--- src/u8dv_pkg.sv ---
`timescale 1ns / 1ps
package u8dv_pkg;

   localparam logic [1:0] STATUS_OK       = 2'd0;
   localparam logic [1:0] STATUS_STRAY    = 2'd1;
   localparam logic [1:0] STATUS_INVALID  = 2'd2;
   localparam logic [1:0] STATUS_TRUNCATED = 2'd3;

   localparam logic [31:0] MAX_CODE_POINT = 32'h0010_FFFF;

   typedef struct packed {
      logic [31:0] code_point;
      logic [1:0]  status;
      logic        last_result;
   } result_type;

   // trailing byte count from the lead byte class
   function automatic logic [2:0] lead_trailers(input logic [7:0] b);
      logic [2:0] t;
      if (b < 8'hC0)      t = 3'd0;
      else if (b < 8'hE0) t = 3'd1;
      else if (b < 8'hF0) t = 3'd2;
      else if (b < 8'hF8) t = 3'd3;
      else if (b < 8'hFC) t = 3'd4;
      else                t = 3'd5;
      return t;
   endfunction

   // offset removing the lead and trailer marker bits
   function automatic logic [31:0] seq_offset(input logic [2:0] t);
      logic [31:0] off;
      case (t)
         3'd0:    off = 32'h0000_0000;
         3'd1:    off = 32'h0000_3080;
         3'd2:    off = 32'h000E_2080;
         3'd3:    off = 32'h03C8_2080;
         3'd4:    off = 32'hFA08_2080;
         default: off = 32'h8208_2080;
      endcase
      return off;
   endfunction

   // shortest-form and range check
   function automatic logic [1:0] check_value(input logic [31:0] cp, input logic [2:0] t);
      logic [1:0] st;
      if (cp < 32'h80)                 st = STATUS_INVALID;
      else if (cp < 32'h800)           st = (t == 3'd1) ? STATUS_OK : STATUS_INVALID;
      else if (cp < 32'h1_0000)        st = (t == 3'd2) ? STATUS_OK : STATUS_INVALID;
      else if (cp <= MAX_CODE_POINT)   st = (t == 3'd3) ? STATUS_OK : STATUS_INVALID;
      else                             st = STATUS_INVALID;
      return st;
   endfunction

endpackage

--- src/utf8_decode_validate.sv ---
`timescale 1ns / 1ps
// utf8 stream decoder with validation
//
// request channel: one byte per beat on req_data_byte, req_end_of_stream set on
// the final byte of a stream. a beat is taken when req_valid is high and
// req_stall is low.
// response channel: at most one beat per request beat, carrying rsp_code_point,
// rsp_status (ok, stray continuation, overlong or out of range, truncated) and
// rsp_last_result. trailers that do not close a sequence or end the stream give
// no response. a response is registered in the output or skid register.
// throughput: one byte per cycle when not stalled; the decode is a single
// shift-add, offset subtract and range compare ahead of the output registers.
// a skid register behind the output register lets the block take one more byte
// while the receiver stalls; req_stall rises only once the skid register holds
// a beat, and the response payload holds steady while rsp_stall is high.
// reset (synchronous, active high) clears the sequence state and empties both
// output registers; the next byte starts a new stream.
module utf8_decode_validate import u8dv_pkg::*; (
   input  logic        clock,
   input  logic        reset,
   input  logic        req_valid,
   output logic        req_stall,
   input  logic [7:0]  req_data_byte,
   input  logic        req_end_of_stream,
   output logic        rsp_valid,
   input  logic        rsp_stall,
   output logic [31:0] rsp_code_point,
   output logic [1:0]  rsp_status,
   output logic        rsp_last_result
);

   // sequence state
   logic [2:0]  remaining_ff, remaining_in;
   logic [2:0]  trailers_ff, trailers_in;
   logic [31:0] acc_ff, acc_in;

   // output register and skid register
   logic       out_valid_ff, out_valid_in;
   result_type out_ff, out_in;
   logic       skid_valid_ff, skid_valid_in;
   result_type skid_ff, skid_in;

   logic        accept;
   logic        new_valid;
   result_type  new_res;
   logic [31:0] acc_shift;
   logic [2:0]  remaining_dec;
   logic [31:0] cp;
   logic        out_free;

   assign req_stall = skid_valid_ff;
   assign accept    = req_valid && !skid_valid_ff;

   // decode of one byte against the open sequence
   always_comb begin
      remaining_in  = remaining_ff;
      trailers_in   = trailers_ff;
      acc_in        = acc_ff;
      new_valid     = 1'b0;
      new_res       = '{code_point: 32'd0, status: STATUS_OK,
                        last_result: req_end_of_stream};
      acc_shift     = {acc_ff[25:0], 6'd0} + {24'd0, req_data_byte};
      remaining_dec = remaining_ff - 3'd1;
      cp            = acc_shift - seq_offset(trailers_ff);

      if (accept) begin
         if (remaining_ff == 3'd0) begin
            if (req_data_byte < 8'h80) begin
               // plain ascii byte
               new_valid          = 1'b1;
               new_res.code_point = {24'd0, req_data_byte};
               new_res.status     = STATUS_OK;
            end else if (req_data_byte < 8'hC0) begin
               // continuation byte with no lead in front of it
               new_valid          = 1'b1;
               new_res.code_point = {24'd0, req_data_byte};
               new_res.status     = STATUS_STRAY;
            end else if (req_end_of_stream) begin
               // lead byte at end of stream
               new_valid      = 1'b1;
               new_res.status = STATUS_TRUNCATED;
            end else begin
               // open a sequence
               acc_in       = {24'd0, req_data_byte};
               trailers_in  = lead_trailers(req_data_byte);
               remaining_in = lead_trailers(req_data_byte);
            end
         end else if (remaining_dec != 3'd0) begin
            if (req_end_of_stream) begin
               // stream ended inside the sequence
               new_valid      = 1'b1;
               new_res.status = STATUS_TRUNCATED;
               remaining_in   = 3'd0;
               trailers_in    = 3'd0;
               acc_in         = 32'd0;
            end else begin
               acc_in       = acc_shift;
               remaining_in = remaining_dec;
            end
         end else begin
            // last trailer closes the sequence
            new_valid          = 1'b1;
            new_res.code_point = cp;
            new_res.status     = check_value(cp, trailers_ff);
            remaining_in       = 3'd0;
            trailers_in        = 3'd0;
            acc_in             = 32'd0;
         end
      end
   end

   // output register and skid steering
   always_comb begin
      out_free      = !out_valid_ff || !rsp_stall;
      out_valid_in  = out_valid_ff;
      out_in        = out_ff;
      skid_valid_in = skid_valid_ff;
      skid_in       = skid_ff;
      if (out_free) begin
         if (skid_valid_ff) begin
            // skid drains first, no byte is taken while it is full
            out_valid_in  = 1'b1;
            out_in        = skid_ff;
            skid_valid_in = 1'b0;
         end else begin
            out_valid_in = new_valid;
            out_in       = new_res;
         end
      end else if (new_valid) begin
         // receiver stalled, park the new beat
         skid_valid_in = 1'b1;
         skid_in       = new_res;
      end
   end

   always_ff @(posedge clock) begin
      if (reset) begin
         remaining_ff  <= 3'd0;
         trailers_ff   <= 3'd0;
         acc_ff        <= 32'd0;
         out_valid_ff  <= 1'b0;
         skid_valid_ff <= 1'b0;
      end else begin
         remaining_ff  <= remaining_in;
         trailers_ff   <= trailers_in;
         acc_ff        <= acc_in;
         out_valid_ff  <= out_valid_in;
         skid_valid_ff <= skid_valid_in;
      end
      out_ff  <= out_in;
      skid_ff <= skid_in;
   end

   assign rsp_valid       = out_valid_ff;
   assign rsp_code_point  = out_ff.code_point;
   assign rsp_status      = out_ff.status;
   assign rsp_last_result = out_ff.last_result;

endmodule

--- config.mk ---
export PLATFORM = sky130hd
export DESIGN_NAME = utf8_decode_validate
export DESIGN_NICKNAME = d
export VERILOG_FILES = /design/src/u8dv_pkg.sv /design/src/utf8_decode_validate.sv
export SDC_FILE = /design/constraint.sdc
export NUM_CORES = 1
export LEC_CHECK = 0
export BUFFER_PORTS_ARGS = -buffer_cell sky130_fd_sc_hd__buf_4
export CELL_PAD_IN_SITES_DETAIL_PLACEMENT = 0
export CELL_PAD_IN_SITES_GLOBAL_PLACEMENT = 1
export CORE_UTILIZATION = 53
export CTS_BUF_LIST = sky130_fd_sc_hd__clkbuf_2
export DETAILED_ROUTE_END_ITERATION = 8
export MAX_ROUTING_LAYER = met4
export PLACE_DENSITY = 0.95
export SLEW_MARGIN = 20
export SYNTH_ARGS = -nofsm -noshare
export SYNTH_HDL_FRONTEND = slang
export SYNTH_SLANG_ARGS = --single-unit
--- constraint.sdc ---
create_clock -name clock -period 6.96 [get_ports clock]
set_input_delay 1.044 -clock clock [delete_from_list [all_inputs] [get_ports clock]]
set_output_delay 1.044 -clock clock [all_outputs]
set_load 0.03 [all_outputs]
==> results of run 1 <==
## metal layers
metal / wire length, um / track usage
met1: 6290 / 0.342
met2: 6070 / 0.384
met3: 896 / 0.0440
met4: 235 / 0.0881
met5: 0 / -
## placed cells by master, fill, tap and decap left out, types with 2 or more instances in the layout
| cell | Yosys | routed |
|---|---|---|
| and3_1 | 9 | 9 |
| nand4b_1 | 2 | 2 |
| o22ai_1 | 3 | 3 |
| nor4_1 | 4 | 4 |
| o21bai_1 | 2 | 2 |
| clkinv_4 | 0 | 3 |
| o21a_1 | 7 | 7 |
| a211oi_1 | 2 | 2 |
| nor3_1 | 23 | 22 |
| a22oi_1 | 20 | 20 |
| dfxtp_1 | 34 | 34 |
| a21boi_0 | 2 | 2 |
| nor2_1 | 75 | 75 |
| a31oi_1 | 9 | 9 |
| o21ai_0 | 10 | 10 |
| o211a_1 | 5 | 5 |
| xnor2_1 | 28 | 28 |
| clkbuf_2 | 0 | 9 |
| nand3_1 | 17 | 17 |
| nand2b_1 | 6 | 6 |
| buf_4 | 2 | 54 |
| nand4_1 | 8 | 8 |
| a21o_1 | 38 | 38 |
| a21oi_1 | 27 | 27 |
| mux2i_1 | 5 | 5 |
| ha_1 | 20 | 20 |
| nand2_1 | 47 | 47 |
| nand3b_1 | 3 | 3 |
| and4_1 | 3 | 3 |
| edfxtp_1 | 70 | 70 |
| xor2_1 | 14 | 14 |
| nor2b_1 | 5 | 5 |
| o211ai_1 | 3 | 3 |
| or3_1 | 5 | 5 |
| and2_1 | 7 | 7 |
| inv_1 | 14 | 14 |
| or2_2 | 4 | 4 |
## synth_stat cells, types with 5 or more instances
library cell / number
mux2i_1: 5
clkbuf_1: 20
ha_1: 20
a21oi_1: 27
o211a_1: 5
nand2_1: 47
xnor2_1: 28
a21o_1: 38
nand3_1: 17
o21a_1: 7
edfxtp_1: 70
or3_1: 5
nor2_1: 75
nor2b_1: 5
a31oi_1: 9
o21ai_0: 10
a22oi_1: 20
nand2b_1: 6
nand4_1: 8
xor2_1: 14
nor3_1: 23
and2_1: 7
and3_1: 9
inv_1: 14
dfxtp_1: 34
## report_power, final
| part | internal, uW | switching, uW | leakage (uW) | total, uW |
|---|---|---|---|---|
| clock | 52.1 | 211 | 0.0000658 | 263 |
| combinational | 91.2 | 149 | 0.00168 | 241 |
| sequential | 686 | 12.3 | 0.000967 | 698 |
| total | 829 | 373 | 0.00271 | 1200 |
## state kept, by name, summed over array words and instances (netlist names)
signal and cells:
rsp_valid 1, trailers_ff 3, rsp_status 2, acc_ff 26, rsp_last_result 1, rsp_code_point 32
remaining_ff 3, skid_ff 35, req_stall 1
## per-stage QoR
stage | hold slack (ns) | power, uW | cell area, um2 | cells | util
final | 0.530 | 1200 | 6520 | 779 | 0.599
after global routing | 0.566 | 1260 | 6520 | 779 | 0.599
after CTS | 0.537 | 1200 | 6520 | 779 | 0.599
after detailed placement | 0.506 | 949 | 6420 | 763 | 0.590
after global placement | 0.486 | 945 | 6420 | 763 | 0.590
after floorplan | 0.465 | 882 | 5960 | 596 | -
## layout make-up
class	instances	share of cell area
tap	140	0.0269
multi-input combinational	451	0.461
clock buffer	9	0.00691
sequential	104	0.427
timing repair buffer	54	0.0622
clock inverter	7	0.00844
inverter	14	0.00806
## worst reg2reg max path: stages, from the launching register on
cell and delay, ns:
dfxtp_1 0.71, nand4_2 0.28, nor2_1 0.28, nand3_1 0.22
nor2_1 0.31, nand2_1 0.11, xnor2_1 0.21, ha_1 0.32
a21o_1 0.21, a21o_1 0.21, a21oi_1 0.17, and3_1 0.27
o21bai_1 0.12, or3_1 0.32, nand3_1 0.11, nand2_1 0.09
a2111oi_4 0.35, a31oi_1 0.13
## cells by family (layout without fill, tap and decap cells)
| kind of cell | count (synthesis) | in the layout |
|---|---|---|
| buffers and inverters | 41 | 84 |
| adder cells (fa/ha/maj) | 21 | 21 |
| AND/OR/NAND/NOR | 230 | 230 |
| AO/OA/AOI/OAI | 150 | 150 |
| multiplexers | 6 | 6 |
| XOR/XNOR | 44 | 44 |
| flip-flops | 104 | 104 |
## final timing paths
| kind | cells after the start | to |
|---|---|---|
| max | 19 | rsp_status[1]$_DFFE_PP_ |
| min | 2 | remaining_ff[0]$_SDFFE_PP0P_ |
| max reg2reg | 17 | rsp_status[1]$_DFFE_PP_ |
| min reg2reg | 2 | remaining_ff[0]$_SDFFE_PP0P_ |
==> qor.yml, run 1 <==
status: "finished, final reports clean"
core_region_area_mm2: 0.0109
arrival_ns: 5.11
die_area_mm2: 0.0117
period_share: 0.683
slew_headroom: 0.512
fillCellCount: 914
vias: 4717
cts_tree: "yes"
die_x_um: 108
syn_inst: 596
grt_pass1_wl_um: 22500
fmax_mhz: 210
setup_slack_ns: 2.21
grt_usage: 0.254
cp-end-kind: "flop"
synth_seq_cells: 104
setup_viol: 0
cts_root_buf: "clkbuf_2"
cp_num_buf_inv: 1
seq_area_frac_synth: 0.467
synth.avg_cell_area_um2: 10.0
yosys_warnings: 0
finClkSkew_ns: 0.0316
cts.sinks: 104
syn-cell-area_mm2: 0.00596
cellLeakagePower_uw: 0.00271
drive_above_1_share: 0.147
wl_um: 13500
insertion_delay_ns: 0.59
hold_start: "remaining_ff[0]$_SDFFE_PP0P_"
cts_resized: 0
synth_fp_nets: 630
synth_xor_area_frac: 0.0672
drt_iter0_drc: 377
num_rows: 38
port_buffers: 49
powerDensity_mw_per_mm2: 184
synth_fa_ha_area_frac: 0.0453
hold_buffers: 0
antennaDiodeCount: 0
yosys.area_share.simple: 0.192
critPathTopFamily: "simple AND/OR/NAND/NOR gates"
worstPathCellList: "buf_4 > ha_1 > a21oi_1 > nor2_1 > nand3_1 > nor2_1 > nand2_1 > xnor2_1 > ha_1 > a21o_1 > a21o_1 > a21oi_1 > and3_1 > o21bai_1 > or3_1 > nand3_1 > nand2_1 > a2111oi_4 > a31oi_1"
reg2reg_from: "acc_ff[3]$_SDFFE_PP0P_"
initial_core_util: 0.548
grt_pass1_vias: 4477
synth_compound_area_frac: 0.189
synth_flop_cell: "edfxtp_1"
cts_setup_buffers: 0
r2r_slack_ns: 2.30
overflow: 0
antenna_found_initial: 0
layout.nets: 668
synthArstFlopShare: 0
drc: 0
synth_edf_count: 70
synth_top_area_frac: 0.353
dp_hpwl_um: 10100
cp-startpoint: "req_data_byte[7]"
startpoint_type: "input port"
worst_slew_pin_slew_ns: 0.730
slew_violations: 0
htree_levels: 3
hp-class: "flop to flop"
synth_mux_area_frac: 0.0103
firstDrtPassIters: 5
hold_viol_final: 0
crit_slowest_cell: "a2111oi_4"
yosysTopAreaCell: "edfxtp_1"
period_needed_ns: 4.75
clk_path_buf_depth: 2
dp_slack_ns: 1.62
drv_cap: 0
clk_pin_slew_ns: 0.29
ant_nets: 0
crit_fanout: 8
areaGrowthSynthToFinish_pct: 9.38
vdd_drop_max_v: 0.000108
yosysUniqueCellTypes: 77
numCtsBuffers: 9
grt_start_max_net_pins: 41
ff_latch_area_mm2: 0.00278
die_h_um: 108
slowest_delay_ns: 0.35
wire_per_inst_um: 17.3
synth.top_cells.by_area: "edfxtp_1 35%, dfxtp_1 11%, a21o_1 4.8%, nor2_1 4.7%, ha_1 4.2%"
synth_top_family_by_area: "simple AND/OR/NAND/NOR gates"
tns_ns: 0
rsz0062_at_grt: "false"
criticalPathCategory: "input port to flop"
pin_count: 50
cp.required_ns: 7.32
multi_input_area_mm2: 0.00301
routabilityCongestion: 0.938
via_per_inst: 6.06
Note: power is estimated with default switching activity, not from simulation.
==> run 2, diff against run 1 <==
--- a/config.mk
+++ b/config.mk
@@ -5,14 +5,15 @@
 export SDC_FILE = /design/constraint.sdc
 export NUM_CORES = 1
 export LEC_CHECK = 0
+export ABC_AREA = 1
 export BUFFER_PORTS_ARGS = -buffer_cell sky130_fd_sc_hd__buf_4
 export CELL_PAD_IN_SITES_DETAIL_PLACEMENT = 0
 export CELL_PAD_IN_SITES_GLOBAL_PLACEMENT = 1
-export CORE_UTILIZATION = 53
+export CORE_UTILIZATION = 47
 export CTS_BUF_LIST = sky130_fd_sc_hd__clkbuf_2
 export DETAILED_ROUTE_END_ITERATION = 8
 export MAX_ROUTING_LAYER = met4
-export PLACE_DENSITY = 0.95
+export PLACE_DENSITY = 0.9
 export SLEW_MARGIN = 20
 export SYNTH_ARGS = -nofsm -noshare
 export SYNTH_HDL_FRONTEND = slang
==> constraint.sdc (replaced) <==
create_clock -name clock -period 4.62 [get_ports clock]
set_input_delay 0.693 -clock clock [delete_from_list [all_inputs] [get_ports clock]]
set_output_delay 0.693 -clock clock [all_outputs]
set_load 0.03 [all_outputs]
==> run 2 against run 1 <==
  * Global-route usage fell by 2.3 points
  * Clock skew decreased by 0.013 ns
  * Sequential share of layout area decreased by 4.0 points
  * Utilization decreased by 6.1 points
  * Critical path type is now flop to flop
  * Highest routed layer unchanged
  * Largest power group unchanged
==> qor.yml, run 2 <==
status: "finished, final reports clean"
die_h_um: 120
finClkSkew_ns: 0.0182
synth_seq_cells: 104
cellLeakagePower_uw: 0.00348
setup_viol: 0
synth_common_cells: "232 x nand2_1, 110 x inv_1, 84 x nor2_1"
synth_fp_nets: 891
worstPathCellList: "ha_1 > fa_1 > nand2_2 > nor2_8 > nand2_4 > nor2_8 > nand2_2 > nor3b_1 > xnor2_1 > inv_1 > ha_1 > inv_1 > nor3_1 > inv_1 > nor2_2 > nand3_1 > nand3_1 > nand2_1 > nand2_1 > nand3_1 > nor2_1 > nand2_1 > nand2_1 > nand2_1"
antenna_found_initial: 1
wl_um: 15100
period_needed_ns: 3.73
syn_inst: 857
hold_viol_final: 0
insertion_delay_ns: 0.60
hold_buffers: 0
clk_pin_slew_ns: 0.28
synth_top_area_frac: 0.321
htree_levels: 3
synth.top_cells.by_area: "edfxtp_1 32%, nand2_1 13%, dfxtp_1 10%, inv_1 6.3%, nor2_1 4.8%"
worst_slew_pin_slew_ns: 1.05
synth.avg_cell_area_um2: 7.63
final_cells: 1083
die_area_mm2: 0.0144
vdd_drop_max_v: 0.000156
vias: 5597
yosysTopAreaCell: "edfxtp_1"
synth_flop_cell: "edfxtp_1"
dp_cells: 1067
port_buffers: 49
core_region_area_mm2: 0.0134
initial_core_util: 0.488
largest_reg_flops: 35
cp_common_cell: "nand2_1"
reg2reg_from: "acc_ff[0]$_SDFFE_PP0P_"
cp.depth: 24
cts_setup_buffers: 0
yosysUniqueCellTypes: 43
layout.nets: 936
cp.required_ns: 5.02
clk_path_buf_depth: 2
regMostFlops: "skid_ff"
drv_cap: 0
crit_slowest_cell: "dfxtp_1"
drc: 0
overflow: 0
drive_above_1_share: 0.155
cts_root_buf: "clkbuf_2"
yosys_warnings: 0
die_x_um: 120
tns_ns: 0
synth.most_common_cell: "nand2_1"
fillCellCount: 1310
grt_pass1_wl_um: 25500
areaGrowthSynthToFinish_pct: 10.1
synthArstFlopShare: 0
r2r_slack_ns: 0.89
period_share: 0.808
slew_violations: 0
pin_count: 50
cts.sinks: 104
layout_commonest_cell: "nand2_1"
rsz0062_at_grt: "false"
crit_fanout: 8
num_rows: 42
cp_num_buf_inv: 3
mostFrequentLayoutCells: "232 x nand2_1, 110 x inv_1, 82 x nor2_1, 70 x edfxtp_1, 54 x buf_4"
rr_worst_depth: 24
grt_usage: 0.231
dp_hpwl_um: 11800
critPathTopFamily: "simple AND/OR/NAND/NOR gates"
wire_per_inst_um: 13.9
ant_nets: 0
via_per_inst: 5.17
seq_area_frac_synth: 0.425
firstDrtPassIters: 4
cp-end-kind: "flop"
startpoint_type: "flop"
crit_path_end: "rsp_status[1]$_DFFE_PP_"
cp-startpoint: "acc_ff[0]$_SDFFE_PP0P_"
numCtsBuffers: 9
r2r-end: "rsp_status[1]$_DFFE_PP_"
syn-cell-area_mm2: 0.00654
grt_start_max_net_pins: 49
cts_tree: "yes"
grt_pass1_vias: 5148
arrival_ns: 4.14
routabilityCongestion: 0.927
slowest_delay_ns: 0.40
powerDensity_mw_per_mm2: 324
slew_headroom: 0.293
synth_edf_count: 70
fmax_mhz: 268
cts_resized: 0
hp-class: "input port to flop"
criticalPathCategory: "flop to flop"
drt_iter0_drc: 502
run 2: per-stage QoR:
stage	setup WS, ns	hold slack [ns]	cell area [um2]	utilization	total power [uW]
2_1_floorplan	0.906	0.455	6540	-	1700
3_3_place_gp	0.501	0.467	7090	0.529	1900
3_5_place_dp	0.441	0.471	7090	0.529	1910
4_1_cts	0.857	0.230	7200	0.537	2350
6_report	0.886	0.283	7200	0.538	2340
5_1_grt	0.478	0.220	7200	0.538	2500
run 2: metal layers:
metal | part of all wire | track usage | up-vias
met3 | 0.043 | 0.0352 | 14
met4 | 0.013 | 0.0625 | 0
met5 | 0 | - | -
met2 | 0.44 | 0.348 | 138
met1 | 0.50 | 0.322 | 2565
li1 | - | - | 2880
run 2: worst min-delay path by stage:
stage	slack [ns]	cells past startpoint	endpoint	startpoint
2_1_floorplan	0.46	2	remaining_ff[1]$_SDFFE_PP0P_	remaining_ff[1]$_SDFFE_PP0P_
3_3_place_gp	0.47	2	acc_ff[25]$_SDFFE_PP0P_	acc_ff[25]$_SDFFE_PP0P_
3_5_place_dp	0.47	2	acc_ff[25]$_SDFFE_PP0P_	acc_ff[25]$_SDFFE_PP0P_
4_1_cts	0.23	1	skid_ff[0]$_DFFE_PP_	req_end_of_stream
5_1_grt	0.22	1	skid_ff[0]$_DFFE_PP_	req_end_of_stream
6_report	0.28	1	skid_ff[0]$_DFFE_PP_	req_end_of_stream
run 2: cell type report:
class                      count  area, um2  share of cell area
multi-input combinational    617       3240               0.450
clock inverter                 6       68.8             0.00955
inverter                     116        437              0.0606
sequential                   104       2780               0.386
timing repair buffer          54        405              0.0563
tap                          176        220              0.0306
antenna                        1       2.50            0.000347
clock buffer                   9       45.0             0.00625
run 2: power by group:
| group | internal (uW) | total (uW) | leakage (uW) | switching, uW |
|---|---|---|---|---|
| Combinational | 268 | 834 | 0.00236 | 566 |
| Clock | 125 | 438 | 0.0000636 | 314 |
| Sequential | 1040 | 1060 | 0.00105 | 25.0 |
| Total | 1430 | 2340 | 0.00348 | 905 |
run 2: logic make-up (layout without fill, tap and decap cells):
family,after synthesis,in the layout,share of synthesized area
compound gates,111,111,0.0956
xor+xnor,24,24,0.0367
fa+ha+maj,21,21,0.0413
buf+inv,136,185,0.0798
flops,104,104,0.425
other cells,0,1,0
simple gates,461,461,0.321
